[src/design/srs_pkg.sv]
// Shared constants, codes and types of the sparse relaxation sweep.
`timescale 1ns / 1ps

package srs_pkg;

   localparam int MAX_ROWS    = 1024;
   localparam int MAX_ENTRIES = 8192;

   localparam int ROW_W      = $clog2(MAX_ROWS);
   localparam int ROWCOUNT_W = ROW_W + 1;
   localparam int ENTRY_AW   = $clog2(MAX_ENTRIES);
   localparam int COUNT_W    = ENTRY_AW + 1;

   localparam int VALUE_W    = 32;
   localparam int WEIGHT_W   = 18;
   localparam int TOL_W      = 31;
   localparam int CSR_DATA_W = 31;
   localparam int CSR_IDX_W  = 2;

   localparam int MAG_W      = 45;
   localparam int MAG_LO_W   = 27;
   localparam int MAG_HI_W   = MAG_W - MAG_LO_W;
   localparam int DIVIDEND_W = MAG_W + WEIGHT_W;
   localparam int DIVISOR_W  = 32;

   localparam logic signed [63:0] ACC_LIMIT = 64'sh4000_0000_0000_0000;
   localparam logic signed [63:0] VAL_LIMIT = 64'sh0000_1FFF_FFFF_FFFF;

   typedef enum logic [2:0] {
      KIND_CLEAR  = 3'd0,
      KIND_APPEND = 3'd1,
      KIND_RESID  = 3'd2,
      KIND_ORDER  = 3'd3,
      KIND_RUN    = 3'd4,
      KIND_READ   = 3'd5
   } kind_type;

   typedef enum logic [1:0] {
      STATUS_OK   = 2'd0,
      STATUS_DIAG = 2'd1,
      STATUS_LOAD = 2'd2
   } status_type;

   typedef enum logic [CSR_IDX_W-1:0] {
      CSR_SWEEP_MODE = 2'd0,
      CSR_WEIGHT     = 2'd1,
      CSR_TOLERANCE  = 2'd2,
      CSR_NUM_ROWS   = 2'd3
   } csr_index_type;

   typedef struct packed {
      logic [COUNT_W-1:0] row_start;
      logic [COUNT_W-1:0] row_end;
   } row_span_type;

endpackage

[src/design/srs_div.sv]
// Restoring divider, one quotient bit per cycle, for the correction scaling.
`timescale 1ns / 1ps

module srs_div (
   input  logic                               clock,
   input  logic                               reset,
   input  logic                               start,
   input  logic [srs_pkg::DIVIDEND_W-1:0]     dividend,
   input  logic [srs_pkg::DIVISOR_W-1:0]      divisor,
   output logic                               done,
   output logic [srs_pkg::DIVIDEND_W-1:0]     quotient
);

   localparam int CNT_W = $clog2(srs_pkg::DIVIDEND_W);

   logic [srs_pkg::DIVISOR_W-1:0]  rem_ff, rem_in;
   logic [srs_pkg::DIVIDEND_W-1:0] quo_ff, quo_in;
   logic [srs_pkg::DIVISOR_W-1:0]  dvs_ff, dvs_in;
   logic [CNT_W-1:0]               cnt_ff, cnt_in;
   logic                           busy_ff, busy_in;
   logic                           done_ff, done_in;
   logic [srs_pkg::DIVISOR_W:0]    shifted;
   logic [srs_pkg::DIVISOR_W:0]    diff;
   logic                           fits;

   always_comb begin
      shifted = {rem_ff, quo_ff[srs_pkg::DIVIDEND_W-1]};
      diff    = shifted - {1'b0, dvs_ff};
      fits    = shifted >= {1'b0, dvs_ff};
      rem_in  = rem_ff;
      quo_in  = quo_ff;
      dvs_in  = dvs_ff;
      cnt_in  = cnt_ff;
      busy_in = busy_ff;
      done_in = 1'b0;
      if (start) begin
         rem_in  = '0;
         quo_in  = dividend;
         dvs_in  = divisor;
         cnt_in  = CNT_W'(srs_pkg::DIVIDEND_W - 1);
         busy_in = 1'b1;
      end else if (busy_ff) begin
         // shift in one dividend bit, subtract where the divisor fits
         rem_in = fits ? diff[srs_pkg::DIVISOR_W-1:0] : shifted[srs_pkg::DIVISOR_W-1:0];
         quo_in = {quo_ff[srs_pkg::DIVIDEND_W-2:0], fits};
         cnt_in = cnt_ff - 1'b1;
         if (cnt_ff == '0) begin
            busy_in = 1'b0;
            done_in = 1'b1;
         end
      end
   end

   always_ff @(posedge clock) begin
      if (reset) begin
         busy_ff <= 1'b0;
         done_ff <= 1'b0;
      end else begin
         busy_ff <= busy_in;
         done_ff <= done_in;
      end
      rem_ff <= rem_in;
      quo_ff <= quo_in;
      dvs_ff <= dvs_in;
      cnt_ff <= cnt_in;
   end

   assign done     = done_ff;
   assign quotient = quo_ff;

endmodule

[config.mk]
export PLATFORM = sky130hd
export DESIGN_NAME = srs_div
export DESIGN_NICKNAME = d
export VERILOG_FILES = /design/src/design/srs_pkg.sv /design/src/design/srs_div.sv
export SDC_FILE = /design/constraint.sdc
export NUM_CORES = 1
export LEC_CHECK = 0
export BUFFER_PORTS_ARGS = -buffer_cell sky130_fd_sc_hd__buf_4
export CORE_AREA = 2 2 159 161
export DETAILED_ROUTE_END_ITERATION = 16
export DIE_AREA = 0 0 161 163
export PLACE_DENSITY_LB_ADDON = 0.12
export SLEW_MARGIN = 30
export SYNTH_ARGS = -nofsm -noshare
export SYNTH_HDL_FRONTEND = slang
export SYNTH_SLANG_ARGS = --single-unit
[constraint.sdc]
create_clock -name clock -period 8 [get_ports clock]
set_clock_uncertainty 0.1 [all_clocks]
set_input_delay 0.8 -clock clock [delete_from_list [all_inputs] [get_ports clock]]
set_output_delay 0.8 -clock clock [all_outputs]
set_load 0.05 [all_outputs]
==> summary.txt <==
Floorplanning
  – Die W: 161 um
  – Die area: 26,200 um^2
  – Row Count: 58
  – Die H: 163 um
  – Io pins: 162
  – Core Area: 24,700 um^2
  – Starting density of the core: 29.3%

Power and ir drop
  – Peak VDD IR: 0.128 mV
  – Leakage power: 3.90 nW
  – Cell Pwr Density: 236 nW/um^2

Setup path
  – Worst path max stage delay: 0.38 ns
  – Critical Path RT: 8.24 ns
  – Reg2reg setup slack: 4.84 ns
  – CP startpoint kind: register
  – Endpoint class of the critical path: register
  – Slowest stage cell on the critical path: and4bb_1
  – R2r endpoint: rem_ff[31]
  – FF-to-FF path depth: 11
  – CP Max Fanout: 6
  – Crit path cell chain: inv_1 -> ha_1 -> a211o_1 -> a21oi_2 -> nor4b_4 -> nor3_1 -> and4bb_1 -> o32ai_1 -> o31a_1 -> or3_1 -> a311oi_2
  – CP Class: reg2reg
  – Critical path arrival: 3.41 ns
  – Reg-to-reg startpoint: dvs_ff[6]

STA
  – TNS Setup: 0 ns
  – Final Max Tran Viols: 0
  – Final Hold Fails: 0
  – Worst hold slack: 0.391 ns
  – RSZ-0062 raised after global routing: no
  – Final setup violation count: 0
  – Least-Margin Pin Slew: 0.839 ns
  – FMAX: 316 MHz
  – Period Utilization, post-route: 39.5%
  – Rel. slew slack: 44.1%
  – Fin crit period: 3.16 ns

Layout
  – Nets: 943
  – Final Instance Area: 9370 um^2
  – Antenna fix cells: 0
  – Final Util: 38.0%
  – Commonest non-fill, non-tap cell in the layout: buf_4
  – Most frequent cells in the layout: buf_4 (167), edfxtp_1 (95), nor2_1 (65)
  – Syn-to-layout area delta: 29.4%
  – Share of layout cells above drive strength 1: 32.7%

Synthesis
  – Yosys top cell area share: 39.4%
  – Synth Area in Simple Gates: 10.6%
  – Synth top area cells: edfxtp_1 (39%), dfxtp_1 (11%), mux2_2 (9.6%), ha_1 (5.9%), a21oi_1 (3.7%)
  – Ys flop type: edfxtp_1
  – Average size of a mapped cell: 11.0 um^2
  – Largest family of logic cells by synthesized area: compound AO/OA/AOI/OAI gates
  – Synth cell types: 59
  – Post-synthesis compound-gate area fraction: 13.1%
  – Syn Nets: 789
  – Mapped cell area: 7240 um^2
  – Seq/Total Area, Yosys: 50.5%
  – Register bit count reported by yosys: 135
  – Synthesized-area fraction occupied by adder cells: 6.15%
  – Post-synth EDFFs: 95
  – Synth Instances: 656
  – XOR/XNOR Fraction of Synth Area: 3.39%
  – Post-synthesis async set-or-reset flop share: 0%
  – Post-synthesis mux area share: 12.2%
  – Area leader, netlist: edfxtp_1
  – Synth Warn #: 0

Clock tree
  – H-tree depth: 4
  – Post-CTS Setup Inserts: 0
  – CTS tree: yes
  – Inserted Clock Buffers: 17
  – Clock root cell: clkbuf_16
  – Max Root-Sink Buffers: 2
  – Hold-fix buffers, CTS: 0
  – Worst-path clk slew: 0.07 ns
  – Clock sink count: 135
  – Number of gates resized after CTS: 0
  – Worst skew pair latency: 0.43 ns

GRT
  – Total track usage: 13.9%
  – Grt ovf: 0
  – Pin count of the biggest net entering global routing: 68
  – Antenna violations before repair: 0
  – Vias in the first global route: 5,722
  – First-pass GRT wire length: 29,000 um

Worst hold path
  – WHS Endpoint: rem_ff[28]
  – Hold_sp: rem_ff[28]
  – Tightest Hold Check Type: reg2reg
  – Worst Hold Depth: 2

Placement
  – Input/output buffers: 161
  – Detailed placer's ending HPWL: 12,200 um
  – Dpl cell area: 8790 um^2
  – RD Place Congestion: 0.796

Run
  – Max-Cap Viols: 0

Routing
  – DRC: 0
  – Vias/cell: 4.75
  – Final wirelength: 17,300 um
  – DRT Pass-1 Iters: 4
  – Wire per inst: 15.0 um
  – DR vias: 5,474
  – Iteration-0 DRC count of the detailed router: 219
  – Detail Route Antenna Nets: 0

Outcome
  – Status: finished clean
where the power goes:
group / total, mW / switching, mW / internal [mW]
logic: 0.568 / 0.343 / 0.226
registers: 0.862 / 0.0371 / 0.825
clock network: 0.776 / 0.359 / 0.417
total: 2.21 / 0.739 / 1.47
critical path: cells and delay by family (launching register included):
kind                       cells  cell delay [ns]
and+or+nand+nor                4             1.14
buffers and inverters          1             0.04
AOI/OAI and AO/OA              5             1.12
adders and majority gates      1             0.35
DFF                            1             0.32
cell usage after synthesis (14+ instances only):
cell      count
clkbuf_1     22
mux2_2       62
edfxtp_1     95
a211oi_1     26
a21oi_1      54
xnor2_1      14
inv_1        44
nor2_1       65
mux2i_1      16
dfxtp_1      40
xor2_1       14
nand2_1      21
ha_1         34
sequential cells by signal (all words and copies together), names as in the netlist:
name,cells
quotient,63
dvs_ff,32
rem_ff,32
cnt_ff,6
busy_ff,1
done,1
worst max path at each step:
stage / start / endpoint / slack, ns / depth (start not counted)
floorplan: quotient[62] / rem_ff[30] / 4.95 / 12
CTS: dvs_ff[6] / rem_ff[17] / 4.82 / 12
global placement: dvs_ff[6] / rem_ff[22] / 4.90 / 12
finish: dvs_ff[6] / rem_ff[31] / 4.84 / 11
global route: dvs_ff[6] / rem_ff[17] / 4.55 / 12
detailed placement: dvs_ff[6] / rem_ff[31] / 4.84 / 11
per-stage QoR:
stage | power, mW | instances | setup slack [ns]
floorplan | 1.28 | 656 | 4.95
global placement | 1.45 | 1121 | 4.90
detailed placement | 1.45 | 1121 | 4.84
CTS | 2.24 | 1153 | 4.82
global route | 2.33 | 1153 | 4.55
finish | 2.21 | 1153 | 4.84
layer usage:
metal	global-route usage (%)	vias to the layer above	wire length, um
li1	-	2717	-
met1	17.3	2598	7810
met2	21.9	150	7830
met3	6.32	9	1500
met4	3.57	0	140
met5	0	-	0
area by class of cell:
| type | count | area [um^2] |
|---|---|---|
| Fill cell | 2441 | 15300 |
| Inverter | 44 | 165 |
| Timing Repair Buffer | 167 | 1250 |
| Multi-Input combinational cell | 445 | 3300 |
| Sequential cell | 135 | 3650 |
| Tap cell | 330 | 413 |
| Clock buffer | 17 | 425 |
| Clock inverter | 15 | 155 |
kinds of logic (layout without fill, tap and decap cells):
kind of cell               Yosys count  count (layout)
adders and majority gates           35              35
DFF                                135             135
muxes                               80              80
AOI/OAI and AO/OA                  147             147
and+or+nand+nor                    155             155
buffers and inverters               76             243
xor gates and xnor gates            28              28
Note: power is estimated with default switching activity, not from simulation.
